[src/sv/rhpm_pkg.sv]
// ----------------------------------------------------------------------------
// rhpm_pkg
// Shared types, constants and mod-101 helpers of the rolling hash matcher.
// ----------------------------------------------------------------------------
package rhpm_pkg;

	localparam int PATTERN_MAX   = 32;
	localparam int POSITION_BITS = 16;

	localparam int PAT_AW  = (PATTERN_MAX > 1) ? $clog2(PATTERN_MAX) : 1;
	localparam int LEN_W   = $clog2(PATTERN_MAX + 1);
	localparam int HASH_W  = 7;
	localparam int DIFF_W  = 14;
	localparam int MODULUS = 101;
	// floor(2^20 / 101); the estimate it gives is never more than one too small.
	localparam int MOD_RECIP = 10381;

	localparam int QDEPTH = 2;
	localparam int QAW    = (QDEPTH > 1) ? $clog2(QDEPTH) : 1;
	localparam int QCNT_W = $clog2(QDEPTH + 1);

	localparam logic [POSITION_BITS-1:0] POS_MAX = '1;

	localparam logic FUNC_PATTERN = 1'b0;
	localparam logic FUNC_TEXT    = 1'b1;

	typedef struct packed {
		logic       func;
		logic [7:0] byte_value;
		logic       last;
	} item_t;

	typedef struct packed {
		logic        found;
		logic [15:0] match_start;
	} result_t;

	typedef enum logic [1:0] {
		KIND_PAT       = 2'd0,
		KIND_TEXT      = 2'd1,
		KIND_TEXT_LAST = 2'd2
	} kind_t;

	typedef struct packed {
		kind_t      kind;
		logic [7:0] data;
	} qitem_t;

	// x mod 101 by reciprocal multiplication and one corrective subtraction.
	function automatic logic [HASH_W-1:0] mod101(input logic [15:0] x);
		logic [29:0] prod;
		logic [9:0]  q;
		logic [15:0] r;
		prod = 30'(x) * 30'(MOD_RECIP);
		q    = prod[29:20];
		r    = x - (16'(q) * 16'(MODULUS));
		if (r >= 16'(MODULUS)) begin
			r = r - 16'(MODULUS);
		end
		return r[HASH_W-1:0];
	endfunction

	function automatic logic [HASH_W-1:0] byte_mod101(input logic [7:0] b);
		logic [7:0] r;
		if (b >= 8'(2 * MODULUS)) begin
			r = b - 8'(2 * MODULUS);
		end else if (b >= 8'(MODULUS)) begin
			r = b - 8'(MODULUS);
		end else begin
			r = b;
		end
		return r[HASH_W-1:0];
	endfunction

	// Ring slot that lies len entries behind ptr.
	function automatic logic [PAT_AW-1:0] ring_back(input logic [PAT_AW-1:0] ptr,
			input logic [LEN_W-1:0] len);
		logic [LEN_W:0] s;
		s = (LEN_W+1)'(ptr) + (LEN_W+1)'(PATTERN_MAX) - (LEN_W+1)'(len);
		if (s >= (LEN_W+1)'(PATTERN_MAX)) begin
			s = s - (LEN_W+1)'(PATTERN_MAX);
		end
		return s[PAT_AW-1:0];
	endfunction

	function automatic logic [PAT_AW-1:0] ring_inc(input logic [PAT_AW-1:0] a);
		return (a == PAT_AW'(PATTERN_MAX - 1)) ? '0 : a + PAT_AW'(1);
	endfunction

endpackage

[src/sv/rhpm_ram.sv]
// ----------------------------------------------------------------------------
// rhpm_ram
// Simple dual-port RAM: one write port, one read port with registered data.
// ----------------------------------------------------------------------------
module rhpm_ram #(
	parameter int WIDTH = 8,
	parameter int DEPTH = 32
) (
	input  logic                                       clk,
	input  logic                                       we,
	input  logic [((DEPTH > 1) ? $clog2(DEPTH) : 1)-1:0] waddr,
	input  logic [WIDTH-1:0]                           wdata,
	input  logic [((DEPTH > 1) ? $clog2(DEPTH) : 1)-1:0] raddr,
	output logic [WIDTH-1:0]                           rdata
);

	logic [WIDTH-1:0] mem_q [DEPTH];

	always_ff @(posedge clk) begin
		if (we) begin
			mem_q[waddr] <= wdata;
		end
		rdata <= mem_q[raddr];
	end

endmodule

[src/sv/rhpm_front.sv]
// ----------------------------------------------------------------------------
// rhpm_front
// Accepts input beats, classifies them and holds them in a short queue.
// ----------------------------------------------------------------------------
module rhpm_front import rhpm_pkg::*; (
	input  logic   clk,
	input  logic   arst_n,
	input  logic   item_valid,
	output logic   item_stall,
	input  item_t  item,
	output logic   q_valid,
	output qitem_t q_item,
	input  logic   q_pop
);

	qitem_t            entry_q [QDEPTH];
	logic [QAW-1:0]    wr_ptr_q;
	logic [QAW-1:0]    rd_ptr_q;
	logic [QCNT_W-1:0] count_q;
	qitem_t            cls;
	logic              push;
	logic              pop;

	always_comb begin
		cls.data = item.byte_value;
		if (item.func == FUNC_TEXT) begin
			cls.kind = item.last ? KIND_TEXT_LAST : KIND_TEXT;
		end else begin
			cls.kind = KIND_PAT;
		end
	end

	assign item_stall = (count_q == QCNT_W'(QDEPTH));
	assign push       = item_valid && !item_stall;
	assign pop        = q_pop && q_valid;
	assign q_valid    = (count_q != '0);
	assign q_item     = entry_q[rd_ptr_q];

	always_ff @(posedge clk) begin
		if (push) begin
			entry_q[wr_ptr_q] <= cls;
		end
	end

	always_ff @(posedge clk or negedge arst_n) begin
		if (!arst_n) begin
			wr_ptr_q <= '0;
			rd_ptr_q <= '0;
			count_q  <= '0;
		end else begin
			if (push) begin
				wr_ptr_q <= (wr_ptr_q == QAW'(QDEPTH - 1)) ? '0 : wr_ptr_q + QAW'(1);
			end
			if (pop) begin
				rd_ptr_q <= (rd_ptr_q == QAW'(QDEPTH - 1)) ? '0 : rd_ptr_q + QAW'(1);
			end
			unique case ({push, pop})
				2'b10:   count_q <= count_q + QCNT_W'(1);
				2'b01:   count_q <= count_q - QCNT_W'(1);
				default: count_q <= count_q;
			endcase
		end
	end

endmodule

[src/sv/rhpm_back.sv]
// ----------------------------------------------------------------------------
// rhpm_back
// Sequencer that updates the hashes, verifies candidate windows and reports.
// ----------------------------------------------------------------------------
module rhpm_back import rhpm_pkg::*; (
	input  logic    clk,
	input  logic    arst_n,
	input  logic    q_valid,
	input  qitem_t  q_item,
	output logic    q_pop,
	output logic    result_valid,
	input  logic    result_stall,
	output result_t result
);

	typedef enum logic [8:0] {
		ST_IDLE   = 9'b000000001,
		ST_PAT    = 9'b000000010,
		ST_PWR    = 9'b000000100,
		ST_HASH   = 9'b000001000,
		ST_RED1   = 9'b000010000,
		ST_RED2   = 9'b000100000,
		ST_CHECK  = 9'b001000000,
		ST_VERIFY = 9'b010000000,
		ST_DONE   = 9'b100000000
	} state_t;

	state_t state_q, state_d;

	logic [LEN_W-1:0]         len_q, len_d;
	logic [HASH_W-1:0]        ph_q, ph_d;
	logic [HASH_W-1:0]        hp_q, hp_d;
	logic                     pend_q, pend_d;
	logic [HASH_W-1:0]        th_q, th_d;
	logic [POSITION_BITS-1:0] cnt_q, cnt_d;
	logic                     rep_q, rep_d;
	logic [PAT_AW-1:0]        ptr_q, ptr_d;
	logic [LEN_W-1:0]         fill_q, fill_d;
	logic                     result_valid_q, result_valid_d;

	logic [7:0]               b_q, b_d;
	logic                     last_q, last_d;
	logic [DIFF_W-1:0]        diff_q, diff_d;
	logic [HASH_W-1:0]        t_q, t_d;
	logic [LEN_W-1:0]         k_q, k_d;
	logic [PAT_AW-1:0]        vaddr_q, vaddr_d;
	logic                     hit_q, hit_d;
	result_t                  result_q, result_d;

	logic                     pat_we;
	logic [PAT_AW-1:0]        pat_waddr;
	logic [PAT_AW-1:0]        pat_raddr;
	logic [7:0]               pat_rdata;
	logic                     ring_we;
	logic [PAT_AW-1:0]        ring_raddr;
	logic [7:0]               ring_rdata;

	logic [LEN_W-1:0]         eff_len;
	logic [HASH_W-1:0]        eff_ph;
	logic [HASH_W-1:0]        out_mod;
	logic [PAT_AW-1:0]        win_start;
	logic [POSITION_BITS-1:0] start_pos;
	logic                     emit;
	logic                     out_free;

	rhpm_ram #(.WIDTH(8), .DEPTH(PATTERN_MAX)) u_pattern_ram (
		.clk   (clk),
		.we    (pat_we),
		.waddr (pat_waddr),
		.wdata (b_q),
		.raddr (pat_raddr),
		.rdata (pat_rdata)
	);

	rhpm_ram #(.WIDTH(8), .DEPTH(PATTERN_MAX)) u_ring_ram (
		.clk   (clk),
		.we    (ring_we),
		.waddr (ptr_q),
		.wdata (b_q),
		.raddr (ring_raddr),
		.rdata (ring_rdata)
	);

	assign eff_len   = pend_q ? '0 : len_q;
	assign eff_ph    = pend_q ? '0 : ph_q;
	assign out_mod   = byte_mod101(ring_rdata);
	assign win_start = ring_back(ptr_q, len_q);
	// An empty pattern always reports its match at the start of the text.
	assign start_pos = (len_q == '0) ? '0
		: (cnt_q == POS_MAX) ? POS_MAX
		: cnt_q + POSITION_BITS'(1) - POSITION_BITS'(len_q);
	assign emit      = hit_q || (last_q && !rep_q);
	assign out_free  = !result_valid_q || !result_stall;
	assign q_pop     = (state_q == ST_IDLE) && q_valid;

	always_comb begin
		state_d        = state_q;
		len_d          = len_q;
		ph_d           = ph_q;
		hp_d           = hp_q;
		pend_d         = pend_q;
		th_d           = th_q;
		cnt_d          = cnt_q;
		rep_d          = rep_q;
		ptr_d          = ptr_q;
		fill_d         = fill_q;
		result_valid_d = result_valid_q && result_stall;
		b_d            = b_q;
		last_d         = last_q;
		diff_d         = diff_q;
		t_d            = t_q;
		k_d            = k_q;
		vaddr_d        = vaddr_q;
		hit_d          = hit_q;
		result_d       = result_q;
		pat_we         = 1'b0;
		pat_waddr      = eff_len[PAT_AW-1:0];
		pat_raddr      = '0;
		ring_we        = 1'b0;
		ring_raddr     = win_start;

		unique case (state_q)
			ST_IDLE: begin
				if (q_valid) begin
					b_d    = q_item.data;
					last_d = (q_item.kind == KIND_TEXT_LAST);
					unique case (q_item.kind)
						KIND_PAT: state_d = ST_PAT;
						KIND_TEXT, KIND_TEXT_LAST: begin
							if (len_q == '0) begin
								// An empty pattern matches at the very first text byte.
								hit_d   = !rep_q;
								state_d = ST_DONE;
							end else begin
								state_d = ST_HASH;
							end
						end
						default: state_d = ST_IDLE;
					endcase
				end
			end
			ST_PAT: begin
				if (pend_q) begin
					pend_d = 1'b0;
					len_d  = '0;
					ph_d   = '0;
					hp_d   = HASH_W'(1);
					th_d   = '0;
					cnt_d  = '0;
					rep_d  = 1'b0;
					ptr_d  = '0;
					fill_d = '0;
				end
				state_d = ST_IDLE;
				if (eff_len < LEN_W'(PATTERN_MAX)) begin
					pat_we = 1'b1;
					ph_d   = mod101(16'({eff_ph, b_q}));
					len_d  = eff_len + LEN_W'(1);
					if (eff_len != '0) begin
						state_d = ST_PWR;
					end
				end
			end
			ST_PWR: begin
				hp_d    = mod101(16'({hp_q, 8'h00}));
				state_d = ST_IDLE;
			end
			ST_HASH: begin
				ring_we = 1'b1;
				ptr_d   = ring_inc(ptr_q);
				if (fill_q >= len_q) begin
					// Remove the byte that leaves the window before shifting in the new one.
					diff_d  = DIFF_W'(th_q) + DIFF_W'(MODULUS * MODULUS)
						- (DIFF_W'(out_mod) * DIFF_W'(hp_q));
					state_d = ST_RED1;
				end else begin
					th_d    = mod101(16'({th_q, b_q}));
					fill_d  = fill_q + LEN_W'(1);
					state_d = ST_CHECK;
				end
			end
			ST_RED1: begin
				t_d     = mod101(16'(diff_q));
				state_d = ST_RED2;
			end
			ST_RED2: begin
				th_d    = mod101(16'({t_q, b_q}));
				state_d = ST_CHECK;
			end
			ST_CHECK: begin
				if (!rep_q && (fill_q == len_q) && (th_q == ph_q)) begin
					ring_raddr = win_start;
					pat_raddr  = '0;
					vaddr_d    = ring_inc(win_start);
					k_d        = LEN_W'(1);
					state_d    = ST_VERIFY;
				end else begin
					hit_d   = 1'b0;
					state_d = ST_DONE;
				end
			end
			ST_VERIFY: begin
				ring_raddr = vaddr_q;
				pat_raddr  = k_q[PAT_AW-1:0];
				if (ring_rdata != pat_rdata) begin
					hit_d   = 1'b0;
					state_d = ST_DONE;
				end else if (k_q == len_q) begin
					hit_d   = 1'b1;
					state_d = ST_DONE;
				end else begin
					vaddr_d = ring_inc(vaddr_q);
					k_d     = k_q + LEN_W'(1);
				end
			end
			ST_DONE: begin
				if (!emit || out_free) begin
					if (emit) begin
						result_valid_d       = 1'b1;
						result_d.found       = hit_q;
						result_d.match_start = hit_q ? 16'(start_pos) : 16'd0;
					end
					if (cnt_q != POS_MAX) begin
						cnt_d = cnt_q + POSITION_BITS'(1);
					end
					rep_d = rep_q || hit_q;
					if (last_q) begin
						th_d   = '0;
						cnt_d  = '0;
						rep_d  = 1'b0;
						ptr_d  = '0;
						fill_d = '0;
						pend_d = 1'b1;
					end
					state_d = ST_IDLE;
				end
			end
			default: state_d = ST_IDLE;
		endcase
	end

	always_ff @(posedge clk or negedge arst_n) begin
		if (!arst_n) begin
			state_q        <= ST_IDLE;
			len_q          <= '0;
			ph_q           <= '0;
			hp_q           <= HASH_W'(1);
			pend_q         <= 1'b1;
			th_q           <= '0;
			cnt_q          <= '0;
			rep_q          <= 1'b0;
			ptr_q          <= '0;
			fill_q         <= '0;
			result_valid_q <= 1'b0;
		end else begin
			state_q        <= state_d;
			len_q          <= len_d;
			ph_q           <= ph_d;
			hp_q           <= hp_d;
			pend_q         <= pend_d;
			th_q           <= th_d;
			cnt_q          <= cnt_d;
			rep_q          <= rep_d;
			ptr_q          <= ptr_d;
			fill_q         <= fill_d;
			result_valid_q <= result_valid_d;
		end
	end

	always_ff @(posedge clk) begin
		b_q      <= b_d;
		last_q   <= last_d;
		diff_q   <= diff_d;
		t_q      <= t_d;
		k_q      <= k_d;
		vaddr_q  <= vaddr_d;
		hit_q    <= hit_d;
		result_q <= result_d;
	end

	assign result_valid = result_valid_q;
	assign result       = result_q;

endmodule

[src/sv/rolling_hash_pattern_matcher.sv]
// ----------------------------------------------------------------------------
// rolling_hash_pattern_matcher
// Rabin-Karp string search with a radix-256, mod-101 rolling hash.
// ----------------------------------------------------------------------------
// Usage: the item channel carries pattern beats (func = 0) and text beats
// (func = 1, last on the final one). The first pattern beat after reset or
// after a text end starts a new pattern; up to 32 bytes are kept. The result
// channel carries one beat per search: found with the start index of the
// first verified match, or not found once the last text beat passes without
// one. Both channels move a beat when valid is high and stall is low.
// Flow: a two-entry queue takes beats while the sequencer works. A pattern
// beat runs a pattern step and, past its first byte, a power step; a text
// beat the hash update with its chained mod-101 reductions and a check. A
// hash hit adds up to pattern length verify steps, comparing the window and
// pattern stores one byte per read; an empty pattern skips to the final step.
// The result register shows each beat on the cycle after its final step.
// Reset clears the pattern, the hashes and the text position; no clearing
// pass is needed. A stalled result holds, and the sequencer waits in its
// final step until the output register is free, filling the queue behind it.
// ----------------------------------------------------------------------------
module rolling_hash_pattern_matcher import rhpm_pkg::*; (
	input  logic    clk,
	input  logic    arst_n,
	input  logic    item_valid,
	output logic    item_stall,
	input  item_t   item,
	output logic    result_valid,
	input  logic    result_stall,
	output result_t result
);

	logic   q_valid;
	qitem_t q_item;
	logic   q_pop;

	rhpm_front u_front (
		.clk        (clk),
		.arst_n     (arst_n),
		.item_valid (item_valid),
		.item_stall (item_stall),
		.item       (item),
		.q_valid    (q_valid),
		.q_item     (q_item),
		.q_pop      (q_pop)
	);

	rhpm_back u_back (
		.clk          (clk),
		.arst_n       (arst_n),
		.q_valid      (q_valid),
		.q_item       (q_item),
		.q_pop        (q_pop),
		.result_valid (result_valid),
		.result_stall (result_stall),
		.result       (result)
	);

endmodule

[config.mk]
export PLATFORM = sky130hd
export DESIGN_NAME = rolling_hash_pattern_matcher
export DESIGN_NICKNAME = d
export VERILOG_FILES = /design/src/sv/rhpm_pkg.sv /design/src/sv/rhpm_ram.sv /design/src/sv/rhpm_front.sv /design/src/sv/rhpm_back.sv /design/src/sv/rolling_hash_pattern_matcher.sv
export SDC_FILE = /design/constraint.sdc
export NUM_CORES = 2
export LEC_CHECK = 0
export BUFFER_PORTS_ARGS = -buffer_cell sky130_fd_sc_hd__buf_4
export CAP_MARGIN = 40
export CORE_MARGIN = 2
export CORE_UTILIZATION = 57
export CTS_CLUSTER_DIAMETER = 120
export DETAILED_ROUTE_END_ITERATION = 7
export PLACE_DENSITY = 0.74
export SLEW_MARGIN = 20
export SYNTH_ARGS = -nofsm -noshare
export SYNTH_HDL_FRONTEND = slang
export SYNTH_HIERARCHICAL = 1
export SYNTH_SLANG_ARGS = --single-unit
[constraint.sdc]
create_clock -name clk -period 31 [get_ports clk]
set_clock_uncertainty 0.2 [all_clocks]
set_input_delay 3.1 -clock clk [delete_from_list [all_inputs] [get_ports clk]]
set_output_delay 3.1 -clock clk [all_outputs]
set_load 0.05 [all_outputs]
==> reports/results.ini <==
[hold_path]
hold_depth = 1
min_path_type = register to register

[setup_path]
crit_type = register to register
cp.required_ns = 31.28
critPathSlowestCell = dfstp_2
arrival_ns = 11.60
slowest_delay_ns = 0.77
critPathCaptureType = register
crit_path_max_fanout = 19
r2r_cells = 38
cp-start-kind = register
cp_common_cell = inv_1

[timing]
relSlewSlack_pct = 43.09
worst_slew_pin_slew_ns = 0.8430
fmax_mhz = 88.33
maxSlewViolCount = 0
setup_tns_ns = 0
fin_crit_ns = 11.32
hold_viol = 0
setup_viol = 0
fin_crit_sh_pct = 36.52
rsz0062_at_grt = no

[global_route]
grt.total_usage_pct = 25.17
grt_pass1_wl_um = 183500
grt-ovfl-total = 0
antenna_found_initial = 1
grt_pass1_vias = 33210
grt_max_degree = 75

[logic_synthesis]
synthFlopType = edfxtp_1
synth_area_leaders = edfxtp_1, ha_1, fa_1, mux4_2, inv_1
synth_cells = 4215
synth_area_per_cell_sq_um = 12.26
ys_seq_area_share_pct = 38.35
async_flop_share_pct = 10.34
synth-seq-cells = 677
syn_nets = 5309
yosys.area.top_type = edfxtp_1
synth_warnings = 6
synth_top_area_share_pct = 34.33
synth_edf_count = 591
syn_area_sq_mm = 0.05169
synth_cell_types = 95

[floorplan]
die-area_sq_mm = 0.09311
io_pins = 33
die_h_um = 305.1
start_util_pct = 57.43
fp.dieW_um = 305.1
coreArea_sq_mm = 0.09001
rows = 110

[detailed_routing]
ant_nets = 0
vias = 33070
drt_iter0_drc = 2499
drt-pass1-iter-count = 5
remaining_drc_errors = 0
wl_per_cell_um = 20.96
viasPerCell = 5.948
wl_um = 116500

[layout]
layout_commonest_cell = ha_1
mostFrequentLayoutCells = ha_1, inv_1, edfxtp_1
syn_to_final_growth_pct = 8.685
drive_gt1_share_pct = 10.58
n_antenna_cell = 0
final_util_pct = 62.41
fin_nets = 5422

[clock_tree]
clk_pin_slew_ns = 0.07
cts_setup_buffers = 0
cts_tree = done
cts_max_level = 3
cts.sinks = 677
root_buffer = clkbuf_16
ctsLongestPathBuffers = 3
clkLatencyLatePin_ns = 0.64
cts-resized-gates = 0
cts_inserted_buffers = 71
cts_hold_buf = 0

[placed_design]
io_buffers = 32
place.gp.congestion = 0.8858
hpwl_um = 84450

[status]
status = complete, no violations

[flow_run]
cap_violations = 0

final timing paths:
check | start | to | slack, ns
min reg2reg | u_front/count_q[1]$_DFFE_PN0P_ | u_front/count_q[1]$_DFFE_PN0P_ | 0.29
min | u_front/count_q[1]$_DFFE_PN0P_ | u_front/count_q[1]$_DFFE_PN0P_ | 0.29
min in group asynchronous | arst_n | u_back/th_q[4]$_DFFE_PN0P_ | 2.09
max in group asynchronous | arst_n | u_back/hp_q[0]$_DFFE_PN1P_ | 27.59
max | u_back/pend_q$_DFFE_PN1P_ | u_back/ph_q[1]$_DFFE_PN0P_ | 19.68
max reg2reg | u_back/pend_q$_DFFE_PN1P_ | u_back/ph_q[1]$_DFFE_PN0P_ | 19.68
cell type report:
| cell class | count | area (sq um) |
|---|---|---|
| Clock inverter | 48 | 509.2 |
| Multi-Input combinational cell | 2828 | 29160 |
| Inverter | 634 | 2382 |
| Tap cell | 1176 | 1471 |
| Fill cell | 6814 | 33830 |
| Sequential cell | 677 | 19820 |
| Timing Repair Buffer | 116 | 988.4 |
| Clock buffer | 81 | 1844 |
state kept, by name (all words and copies together) (netlist names), 2 cells and up:
signal                      flops
u_back/u_ring_ram/rdata         8
u_back/ptr_q                    5
u_back/t_q                      7
u_back/hp_q                     7
u_back/vaddr_q                  5
u_back/b_q                      8
u_back/cnt_q                   16
u_front/entry_q                20
u_back/u_pattern_ram/mem_q    256
u_back/len_q                    6
u_back/u_ring_ram/mem_q       256
u_back/ph_q                     7
u_back/th_q                     7
u_front/count_q                 2
u_back/fill_q                   6
u_back/diff_q                  14
u_back/k_q                      6
u_back/result                  17
u_back/u_pattern_ram/rdata      8
u_back/state_q                  9
per-stage QoR:
| stage | cell area (sq um) | instances | hold WS (ns) | setup WS [ns] |
|---|---|---|---|---|
| 2_1_floorplan | 51690 | 4215 | 0.2564 | 20.77 |
| 3_3_place_gp | 53280 | 5374 | 0.2840 | 19.54 |
| 3_5_place_dp | 53490 | 5392 | 0.2858 | 19.85 |
| 4_1_cts | 55840 | 5521 | 0.2988 | 19.75 |
| 5_1_grt | 56180 | 5560 | 0.3094 | 19.09 |
| 6_report | 56180 | 5560 | 0.2923 | 19.68 |
cells in the mapped netlist (30+ instances only):
cell      instances
ha_1            816
inv_1           632
edfxtp_1        591
fa_1            264
nor2_1          216
mux4_2          160
nand2_1         151
a21oi_1         139
xnor2_1         127
o21ai_0          90
xor2_1           83
dfrtp_1          67
nand3_1          65
a21o_1           55
and2_1           53
clkbuf_1         46
nor3_1           46
nand2b_1         40
nor2b_1          36
o31ai_1          30
critical path, delay by kind of cell, from the launching register on:
family                   cells  cell delay [ns]
adder cells (fa/ha/maj)     11             4.73
AO/OA/AOI/OAI               10             2.45
AND/OR/NAND/NOR              5             1.19
buffers and inverters        9             1.03
flip-flops                   1             0.77
XOR/XNOR                     2             0.52
multiplexers                 1             0.24
logic make-up after synthesis:
kind of cell / synth area share, %
flops: 38.35
compound gates: 6.925
mux: 8.114
simple gates: 7.797
buf+inv: 5.282
xor+xnor: 3.558
fa+ha+maj: 29.98
layer usage:
layer / GRT usage (%) / routed length (um) / vias to the layer above / part of all wire (%)
met2: 41.39 / 55220 / 1051 / 47
met4: 6.370 / 2925 / 2 / 2.5
met5: 0 / 13 / - / 0.011
met1: 35.43 / 51090 / 16440 / 44
met3: 3.619 / 7287 / 189 / 6.3
li1: - / - / 15390 / -
Power is not shown: default switching activity piles up to over one toggle a cycle in this logic, so the estimate is an artifact.
